--- src/rtl/mur_pkg.sv ---
// ----------------------------------------------------------------------------
// Multiplexed ultrasonic ranger package
// Shared constants, channel codes and the result word layout.
// ----------------------------------------------------------------------------
package mur_pkg;

  localparam int unsigned COUNTER_BITS_DEFAULT = 16;
  localparam int unsigned NUM_CHANNELS         = 3;
  localparam int unsigned TIME_BITS            = 16;
  localparam int unsigned TICKS_BITS           = 16;
  localparam int unsigned IN_TDATA_BITS        = 8;
  localparam int unsigned OUT_TDATA_BITS       = 56;

  localparam logic [TIME_BITS-1:0]  TIMEOUT_CODE  = 16'hFFFF;
  localparam logic [TIME_BITS-1:0]  MAX_WIDTH     = 16'hFFFE;
  localparam logic [TICKS_BITS-1:0] TRIGGER_RESET = 16'd22;

  typedef enum logic [1:0] {
    CH_LEFT  = 2'd0,
    CH_RIGHT = 2'd1,
    CH_FRONT = 2'd2
  } channel_e;

  typedef struct packed {
    logic [TIME_BITS-1:0] front_time;
    logic [TIME_BITS-1:0] right_time;
    logic [TIME_BITS-1:0] left_time;
    channel_e             active_sensor;
    logic [2:0]           trigger_lines;
  } mur_result_t;

endpackage

--- src/rtl/multiplexed_ultrasonic_ranger.sv ---
// ----------------------------------------------------------------------------
// Multiplexed ultrasonic ranger
// Each slave word is one counter tick with a sample of the three echo pins.
// The block rotates through the left, right and front channels on every
// counter wrap, drives their trigger lines and times each echo pulse. It
// takes one word per clock cycle unless both registers are full and the
// output is stalled; a word is held first in the input register and then in
// the output register, with the whole tick worked out in one pass between them.
// ----------------------------------------------------------------------------
module multiplexed_ultrasonic_ranger
  import mur_pkg::*;
#(
  parameter int unsigned COUNTER_BITS = COUNTER_BITS_DEFAULT
) (
  input  logic                      clk_i,
  input  logic                      rst_ni,
  input  logic                      cfg_we_i,
  input  logic [TICKS_BITS-1:0]     cfg_wdata_i,
  input  logic                      s_axis_tvalid,
  output logic                      s_axis_tready,
  // echo_pins[2:0], zero fill[7:3]
  input  logic [IN_TDATA_BITS-1:0]  s_axis_tdata,
  output logic                      m_axis_tvalid,
  input  logic                      m_axis_tready,
  // trigger_lines[2:0], active_sensor[4:3], left_time[20:5],
  // right_time[36:21], front_time[52:37], zero fill[55:53]
  output logic [OUT_TDATA_BITS-1:0] m_axis_tdata
);

  logic [TICKS_BITS-1:0] ticks_q;
  logic                  in_valid_q, in_valid_d;
  logic [2:0]            pins_q;
  logic                  free;
  logic                  advance;
  mur_result_t           result;

  assign advance       = in_valid_q && free;
  assign s_axis_tready = !in_valid_q || free;
  assign in_valid_d    = (s_axis_tvalid && s_axis_tready) || (in_valid_q && !free);

  always_ff @(posedge clk_i or negedge rst_ni) begin
    if (!rst_ni) begin
      ticks_q    <= TRIGGER_RESET;
      in_valid_q <= 1'b0;
    end else begin
      in_valid_q <= in_valid_d;
      if (cfg_we_i) begin
        ticks_q <= cfg_wdata_i;
      end
    end
  end

  always_ff @(posedge clk_i) begin
    if (s_axis_tvalid && s_axis_tready) begin
      pins_q <= s_axis_tdata[2:0];
    end
  end

  mur_step #(
    .COUNTER_BITS(COUNTER_BITS)
  ) u_step (
    .clk_i          (clk_i),
    .rst_ni         (rst_ni),
    .step_i         (advance),
    .echo_pins_i    (pins_q),
    .trigger_ticks_i(ticks_q),
    .result_o       (result)
  );

  mur_out_reg u_out (
    .clk_i        (clk_i),
    .rst_ni       (rst_ni),
    .load_i       (advance),
    .result_i     (result),
    .free_o       (free),
    .m_axis_tvalid(m_axis_tvalid),
    .m_axis_tready(m_axis_tready),
    .m_axis_tdata (m_axis_tdata)
  );

  a_trigger_single: assert property (@(posedge clk_i) disable iff (!rst_ni)
    m_axis_tvalid |-> $onehot0(m_axis_tdata[2:0]))
    else $error("more than one trigger line is high");

  a_active_range: assert property (@(posedge clk_i) disable iff (!rst_ni)
    m_axis_tvalid |-> (m_axis_tdata[4:3] != 2'd3))
    else $error("active channel code out of range");

  a_step_loads: assert property (@(posedge clk_i) disable iff (!rst_ni)
    advance |=> m_axis_tvalid)
    else $error("processed word did not reach the output register");

  a_full_stall: assert property (@(posedge clk_i) disable iff (!rst_ni)
    (in_valid_q && m_axis_tvalid && !m_axis_tready) |-> !s_axis_tready)
    else $error("input taken while both stages are full");

endmodule

--- src/rtl/mur_step.sv ---
// ----------------------------------------------------------------------------
// Ranger step logic
// Holds the counter, channel, trigger and per channel pulse state and works
// out one tick of the ranger from the registered echo sample.
// ----------------------------------------------------------------------------
module mur_step
  import mur_pkg::*;
#(
  parameter int unsigned COUNTER_BITS = COUNTER_BITS_DEFAULT
) (
  input  logic                  clk_i,
  input  logic                  rst_ni,
  input  logic                  step_i,
  input  logic [2:0]            echo_pins_i,
  input  logic [TICKS_BITS-1:0] trigger_ticks_i,
  output mur_result_t           result_o
);

  logic [COUNTER_BITS-1:0] count_q, count_d;
  channel_e                chan_q, chan_d;
  logic [2:0]              trig_q, trig_d;
  logic [2:0]              prev_q, prev_d;
  logic [COUNTER_BITS-1:0] start_q [NUM_CHANNELS];
  logic [COUNTER_BITS-1:0] start_d [NUM_CHANNELS];
  logic [2:0]              open_q, open_d;
  logic [TIME_BITS-1:0]    time_q [NUM_CHANNELS];
  logic [TIME_BITS-1:0]    time_d [NUM_CHANNELS];

  logic [COUNTER_BITS-1:0] diff;
  logic [31:0]             half;
  logic [2:0]              changed;

  always_comb begin
    count_d = count_q + COUNTER_BITS'(1);
    chan_d  = chan_q;
    trig_d  = trig_q;
    open_d  = open_q;
    start_d = start_q;
    time_d  = time_q;

    if (count_d == '0) begin
      unique case (chan_q)
        CH_LEFT:  chan_d = CH_RIGHT;
        CH_RIGHT: chan_d = CH_FRONT;
        CH_FRONT: chan_d = CH_LEFT;
        default:  chan_d = CH_LEFT;
      endcase
      if (open_d[chan_d]) begin
        open_d[chan_d]  = 1'b0;
        start_d[chan_d] = '0;
        time_d[chan_d]  = TIMEOUT_CODE;
      end
      trig_d[chan_d] = 1'b1;
    end

    if (32'(count_d) == 32'(trigger_ticks_i)) begin
      trig_d[chan_d] = 1'b0;
    end

    changed = echo_pins_i ^ prev_q;
    prev_d  = echo_pins_i;
    diff    = count_d - start_d[chan_d];
    half    = 32'(diff[COUNTER_BITS-1:1]);
    if (changed[chan_d]) begin
      if (open_d[chan_d]) begin
        time_d[chan_d]  = (half > 32'(MAX_WIDTH)) ? MAX_WIDTH : half[TIME_BITS-1:0];
        open_d[chan_d]  = 1'b0;
        start_d[chan_d] = '0;
      end else begin
        start_d[chan_d] = count_d;
        open_d[chan_d]  = 1'b1;
      end
    end
  end

  always_ff @(posedge clk_i or negedge rst_ni) begin
    if (!rst_ni) begin
      count_q <= '0;
      chan_q  <= CH_LEFT;
      trig_q  <= '0;
      prev_q  <= '0;
      open_q  <= '0;
      for (int i = 0; i < NUM_CHANNELS; i++) begin
        start_q[i] <= '0;
        time_q[i]  <= '0;
      end
    end else if (step_i) begin
      count_q <= count_d;
      chan_q  <= chan_d;
      trig_q  <= trig_d;
      prev_q  <= prev_d;
      open_q  <= open_d;
      start_q <= start_d;
      time_q  <= time_d;
    end
  end

  assign result_o.trigger_lines = trig_d;
  assign result_o.active_sensor = chan_d;
  assign result_o.left_time     = time_d[CH_LEFT];
  assign result_o.right_time    = time_d[CH_RIGHT];
  assign result_o.front_time    = time_d[CH_FRONT];

endmodule

--- src/rtl/mur_out_reg.sv ---
// ----------------------------------------------------------------------------
// Ranger output register
// Holds one result word for the master side until it is taken.
// ----------------------------------------------------------------------------
module mur_out_reg
  import mur_pkg::*;
(
  input  logic                      clk_i,
  input  logic                      rst_ni,
  input  logic                      load_i,
  input  mur_result_t               result_i,
  output logic                      free_o,
  output logic                      m_axis_tvalid,
  input  logic                      m_axis_tready,
  // trigger_lines[2:0], active_sensor[4:3], left_time[20:5],
  // right_time[36:21], front_time[52:37], zero fill[55:53]
  output logic [OUT_TDATA_BITS-1:0] m_axis_tdata
);

  logic        valid_q, valid_d;
  mur_result_t data_q;

  assign free_o  = !valid_q || m_axis_tready;
  assign valid_d = load_i || (valid_q && !m_axis_tready);

  always_ff @(posedge clk_i or negedge rst_ni) begin
    if (!rst_ni) begin
      valid_q <= 1'b0;
    end else begin
      valid_q <= valid_d;
    end
  end

  always_ff @(posedge clk_i) begin
    if (load_i) begin
      data_q <= result_i;
    end
  end

  assign m_axis_tvalid = valid_q;
  assign m_axis_tdata  = {(OUT_TDATA_BITS - $bits(mur_result_t))'(0), data_q};

endmodule
--- config.mk ---
export PLATFORM = sky130hd
export DESIGN_NAME = multiplexed_ultrasonic_ranger
export DESIGN_NICKNAME = d
export VERILOG_FILES = /design/src/rtl/mur_pkg.sv /design/src/rtl/multiplexed_ultrasonic_ranger.sv /design/src/rtl/mur_step.sv /design/src/rtl/mur_out_reg.sv
export SDC_FILE = /design/constraint.sdc
export NUM_CORES = 1
export LEC_CHECK = 0
export BUFFER_PORTS_ARGS = -buffer_cell sky130_fd_sc_hd__buf_2
export CAP_MARGIN = 0
export CORE_ASPECT_RATIO = 1.5
export CORE_UTILIZATION = 45
export DETAILED_ROUTE_END_ITERATION = 10
export PLACE_DENSITY_LB_ADDON = 0.2
export RECOVER_POWER = 100
export SLEW_MARGIN = 10
export SYNTH_ARGS = -nofsm -noshare
export SYNTH_HDL_FRONTEND = slang
export SYNTH_SLANG_ARGS = --single-unit
--- constraint.sdc ---
create_clock -name clk_i -period 10.7 [get_ports clk_i]
set_clock_uncertainty 0.15 [all_clocks]
set_input_delay 1.07 -clock clk_i [delete_from_list [all_inputs] [get_ports clk_i]]
set_output_delay 1.07 -clock clk_i [all_outputs]
set_load 0.02 [all_outputs]
==> results of run 1 <==
metal layers:
metal	routed length, um	vias to the layer above	global-route usage [%]
met2	11500	146	37.7
met1	9300	3331	26.2
met4	589	0	7.95
met3	690	27	3.11
met5	0	-	0
li1	-	3265	-
state kept, by name, summed over array words and instances (netlist names):
name                 flops
pins_q                   3
u_step.count_q          16
in_valid_q               1
u_out.m_axis_tvalid      1
u_step.trig_q            3
u_out.m_axis_tdata      53
u_step.open_q            3
u_step.start_q          48
u_step.chan_q            2
u_step.time_q           48
u_step.prev_q            3
ticks_q                 16
path summary, 6_finish.rpt:
| kind | slack [ns] | start | endpoint | depth (start not counted) |
|---|---|---|---|---|
| worst min-delay path | 0.33 | u_step.start_q[2] | u_step.start_q[2] | 2 |
| worst max-delay path | 2.22 | u_step.count_q[0] | u_out.m_axis_tdata[17] | 20 |
| worst max register to register | 2.22 | u_step.count_q[0] | u_out.m_axis_tdata[17] | 20 |
| worst min register to register | 0.33 | u_step.start_q[2] | u_step.start_q[2] | 2 |
| min in group asynchronous | 2.35 | rst_ni | ticks_q[10] | 1 |
| max in group asynchronous | 3.82 | rst_ni | u_step.count_q[13] | 2 |
power by group:
| group | internal [uW] | switching (uW) |
|---|---|---|
| clock network | 354 | 282 |
| registers | 1030 | 126 |
| logic | 639 | 1160 |
cells in the final DEF (no fill, tap or decap), types with 5 or more instances in the layout:
cell type / netlist / routed
o21ai_0: 41 / 44
mux2_2: 35 / 35
ha_1: 15 / 15
clkbuf_1: 18 / 61
xor2_1: 28 / 29
inv_1: 26 / 26
nor3_1: 10 / 11
dfrtp_1: 138 / 138
nand2_1: 91 / 92
a32o_1: 7 / 7
o22a_1: 51 / 51
a211oi_1: 5 / 5
nor2b_1: 7 / 7
clkbuf_16: 0 / 17
o21a_1: 5 / 5
or3_1: 10 / 10
nand4_1: 8 / 8
a21o_1: 6 / 6
edfxtp_1: 56 / 56
nand3_1: 15 / 16
buf_2: 15 / 21
a31oi_1: 6 / 6
a21oi_1: 67 / 68
a22o_1: 15 / 15
nor2_1: 57 / 60
xnor2_1: 32 / 34
cells by family after synthesis:
| kind of cell | after synthesis | synth area share, % |
|---|---|---|
| AO/OA/AOI/OAI | 239 | 17.2 |
| multiplexers | 39 | 4.62 |
| AND/OR/NAND/NOR | 243 | 12.5 |
| adder cells (fa/ha/maj) | 16 | 2.15 |
| XOR/XNOR | 64 | 6.10 |
| flip-flops | 197 | 53.9 |
| other | 1 | 0.0388 |
| buffers and inverters | 75 | 3.47 |
critical path, cell delays in order, from the launching register on:
cell      delay (ns)
dfrtp_1         0.61
nand3_1         0.31
nor4_1          0.48
xnor2_1         0.46
o221ai_1        0.50
nor2_1          1.16
nor2_1          0.35
nor2_1          0.34
or2_0           0.50
a21oi_1         0.07
or3_1           0.37
ha_1            0.36
a211o_1         0.27
o21ai_0         0.44
o311a_1         0.26
a21boi_0        0.19
a21oi_1         0.32
o21ai_0         0.15
a21oi_1         0.19
xor2_1          0.51
a21oi_1         0.18
layout make-up:
type,count,share of cell area (%)
clock buffer,23,4.66
clock inverter,9,0.870
tap,268,3.15
sequential,197,49.0
timing repair buffer,84,3.28
multi-input combinational,604,38.1
inverter,27,0.964
metrics by stage:
step           power, uW  cells  hold WS (ns)
2_1_floorplan       2510    876         0.300
3_3_place_gp        3030   1180         0.312
3_5_place_dp        3060   1180         0.320
4_1_cts             3700   1212         0.336
5_1_grt             3840   1212         0.357
6_report            3580   1212         0.332
==> results.cfg, run 1 <==
[detailed_routing]
post-route-drc-count = 0
drtPass1Iterations = 5
via_per_inst = 5.58
drt_iter0_markers = 419
ant_nets = 0
vias = 6769
routed_wl_um = 22100
routedWlPerCell_um = 18.3

[floorplan]
chipWidth_um = 122
die_h_um = 182
core_area_um2 = 21100
ios = 87
start_util_pct = 45.9
die_area_um2 = 22100
rows = 65

[clocking]
postCtsSetupRepairBufs = 0
cts_tree = yes
cts_root_buf = clkbuf_16
clk_path_buf_depth = 2
clock_sinks = 197
clock_latency_ns = 0.44
h-tree-depth = 4
ctsHoldBuffers = 0
cts_resized = 0
cts_buffers = 17
path_clk_slew_ns = 0.07

[sta]
finalSetupViolCount = 0
tns_ns = 0
slew_viol_final = 252
timing.final.ws_setup_ns = 2.22
maxSlewHeadroom_pct = -241
timing.fmax_mhz = 118
hold_violations = 0
rsz0062_at_grt = no
period_minus_slack_ns = 8.48
tightestPinTransition_ns = 5.12
timing.final.crit_share_pct = 79.2

[worst_setup_path]
crit_arrival_ns = 8.46
required_ns = 10.69
startpoint_type = register
crit_type = reg -> reg
end_kind = register
cp_max_fo = 18

[synth]
synthDistinctLibCells = 80
synth.most_common_cell = dfrtp_1
yosys.area.top_type = dfrtp_1
synth_edf_count = 56
ys_seq_area_share_pct = 53.9
avgSynthCellArea_um2 = 11.1
synthesis.area_um2 = 9670
synth_top_area_share_pct = 35.7
synth_common_cells = dfrtp_1, nand2_1, a21oi_1, nor2_1, edfxtp_1
ys_warn_count = 0
syn_inst = 874
synth_seq_cells = 197
synth_flop_cell = dfrtp_1
synth-async-reset-ratio_pct = 71.6
synth.area.top_cells = dfrtp_1, edfxtp_1, o22a_1, mux2_2, nand2_1

[pwr]
vdd_drop_max_uv = 129
power_density_nw_per_um2 = 337
cellLeakagePower_uw = 0.00432

[place]
io_buffers = 78
finalWeightedCongestion = 0.819
dp_slack_ns = 3.55
dpl.hpwl_um = 15700
dpl_cell_area_um2 = 10200

[layout]
nFillCells = 1997
areaGrowthSynthToFinish_pct = 9.96
multi_input_area_um2 = 4050
drive_gt1_share_pct = 12.3
antenna_cells = 0
nets = 976
post-route-cell-area_um2 = 10600
final_util_pct = 50.5
ff_latch_area_um2 = 5210

[min_path]
hold_class = reg -> reg

[grt]
grt_max_degree = 95
grt_pass1_wl_um = 36200
grt_usage_pct = 21.4
grt_overflow = 0
antenna_found_initial = 0
first_global_vias = 6727

[status]
violations = capacitance limit, slew limit
status = finished with violations

[job]
drv_cap = 4
Power figures use the tool's default switching activity.
==> inputs of run 2 (changes only) <==
- clock period: 10.7 -> 8.8 ns (I/O delays scaled with it)
==> run 2 against run 1 <==
The flow still finishes with violations (capacitance limit, slew limit); clock power up 20%; largest power group unchanged; combinational power up 22%; cell area about the same.
==> results.cfg, run 2 (same netlist as run 1, synthesis figures left out) <==
[detailed_routing]
ant_nets = 0
drtPass1Iterations = 7
drt_iter0_markers = 396
routedWlPerCell_um = 18.1
wl_met2_um = 11300
drt-met1-wl_um = 9250
post-route-drc-count = 0
maxUsedRoutingLayer = met4
vias = 6714
met3_length_um = 792
routed_wl_um = 21900
via_per_inst = 5.54

[place]
dpl_cell_area_um2 = 10200
dpl.hpwl_um = 15400
io_buffers = 78
finalWeightedCongestion = 0.833

[worst_setup_path]
crit_chain = nand3_1, nor4_1, xnor2_1, o221ai_1, nor2_8, nand2_1, nor2_1, nand2_1, a21oi_1, nor3_1, fa_1, nor2b_1, o21ai_0, a21boi_0, o21ai_0, a21boi_0, o21bai_1, a31oi_1, a21o_1, a21oi_1, xnor2_1, o22a_1
rrSetupSlack_ns = 1.39
startpoint_type = register
r2r_end = u_out.m_axis_tdata[34]
crit_start = u_step.count_q[0]
crit_slowest_cell = dfrtp_1
slowest_delay_ns = 0.62
worstReg2RegStart = u_step.count_q[0]
end_kind = register
crit_arrival_ns = 7.57
reg2regPathDepth = 22
cp_max_fo = 18
crit_type = reg -> reg
required_ns = 8.96

[clocking]
h-tree-depth = 4
path_clk_slew_ns = 0.07
cts_buffers = 17
cts_resized = 0
clk_path_buf_depth = 2
clock_sinks = 197
cts_root_buf = clkbuf_16
clock_latency_ns = 0.45
postCtsSetupRepairBufs = 0
cts_tree = yes
ctsHoldBuffers = 0

[sta]
timing.fmax_mhz = 135
rsz0062_at_grt = no
slew_viol_final = 277
period_minus_slack_ns = 7.41
tns_ns = 0
hold_violations = 0
finalSetupViolCount = 0
tightestPinTransition_ns = 4.76
maxSlewHeadroom_pct = -217
timing.final.crit_share_pct = 84.2

[job]
drv_cap = 6

[floorplan]
die_area_um2 = 22100
ios = 87
start_util_pct = 45.9
core_area_um2 = 21100
chipWidth_um = 122
rows = 65
die_h_um = 182

[grt]
grt_max_degree = 86
first_global_vias = 6676
grt_usage_pct = 21.4
antenna_found_initial = 0
grt_overflow = 0
grt_pass1_wl_um = 35900

[layout]
drive_gt1_share_pct = 12.0
nets = 976
layout_commonest_cell = dfrtp_1
antenna_cells = 0
final_cell_mix = dfrtp_1, nand2_1, a21oi_1
largest_register_ffs = 53
nFillCells = 1921
post-route-cell-area_um2 = 10600
areaGrowthSynthToFinish_pct = 9.95

[pwr]
combPwrFrac_pct = 50.2
clockPowerShare_pct = 17.5
p_int_uw = 2450
seqPwrFrac_pct = 32.3
p_sw_uw = 1910
vdd_drop_max_uv = 172
cellLeakagePower_uw = 0.00430
sw_frac_of_total_pct = 43.8
power_density_nw_per_um2 = 409

[min_path]
hold_class = reg -> reg
holdPathStages = 2
holdPathEnd = u_step.start_q[2]
min-delay-start = u_step.start_q[2]

[status]
status = finished with violations
violations = capacitance limit, slew limit
## run 2: cell types whose count changed in the layout (fill, tap and decap cells not counted), moves of 2 or more
cell        delta
clkbuf_8       -4
clkinv_1       +4
clkbuf_4       -2
clkinvlp_4     +2
## run 2: through the flow
step                      worst slack [ns]  util [%]  hold WS [ns]  instances  total power [uW]
after global placement                1.89      48.6         0.312       1180              3680
after CTS                             1.73      51.3         0.335       1212              4480
final                                 1.39      50.5         0.333       1212              4350
after detailed placement              1.81      48.6         0.320       1180              3710
after floorplan                       3.48         -         0.300        876              3050
after global routing                 0.656      50.5         0.356       1212              4650
## run 2: worst max-delay path: cells and delay by family (launching register included)
family / cells / cell delay [ns]
flops: 1 / 0.62
simple gates: 8 / 2.32
xor+xnor: 2 / 1.03
fa+ha+maj: 1 / 0.43
compound gates: 11 / 2.69
## run 2: layout make-up
class	instances	area (um2)	area share (%)
repair buffers	84	349	3.28
inverters	27	103	0.965
clock inverters	14	138	1.29
flip-flops and latches	197	5210	49.0
clock buffers	18	429	4.03
well taps	268	335	3.15
multi-input cells	604	4070	38.3
## run 2: worst max path at each step
stage                                   endpoint  slack (ns)
after detailed placement  u_out.m_axis_tdata[34]        1.81
after global routing            u_step.open_q[0]        0.66
final                     u_out.m_axis_tdata[34]        1.39
after global placement    u_out.m_axis_tdata[34]        1.89
after CTS                 u_out.m_axis_tdata[34]        1.73
after floorplan           u_out.m_axis_tdata[34]        3.48
## run 2: metal layers
layer | vias to the layer above | track usage [%]
met3 | 31 | 3.77
met2 | 154 | 36.7
met4 | 0 | 8.79
met1 | 3264 | 26.4
li1 | 3265 | -
met5 | - | 0
## run 2: power groups by stage
stage,sequential [uW],combinational [uW],clock [uW]
5_1_grt,1440,2400,815
6_report,1400,2190,763
2_1_floorplan,1470,1590,0
4_1_cts,1400,2300,778
3_3_place_gp,1410,2280,0
3_5_place_dp,1420,2290,0
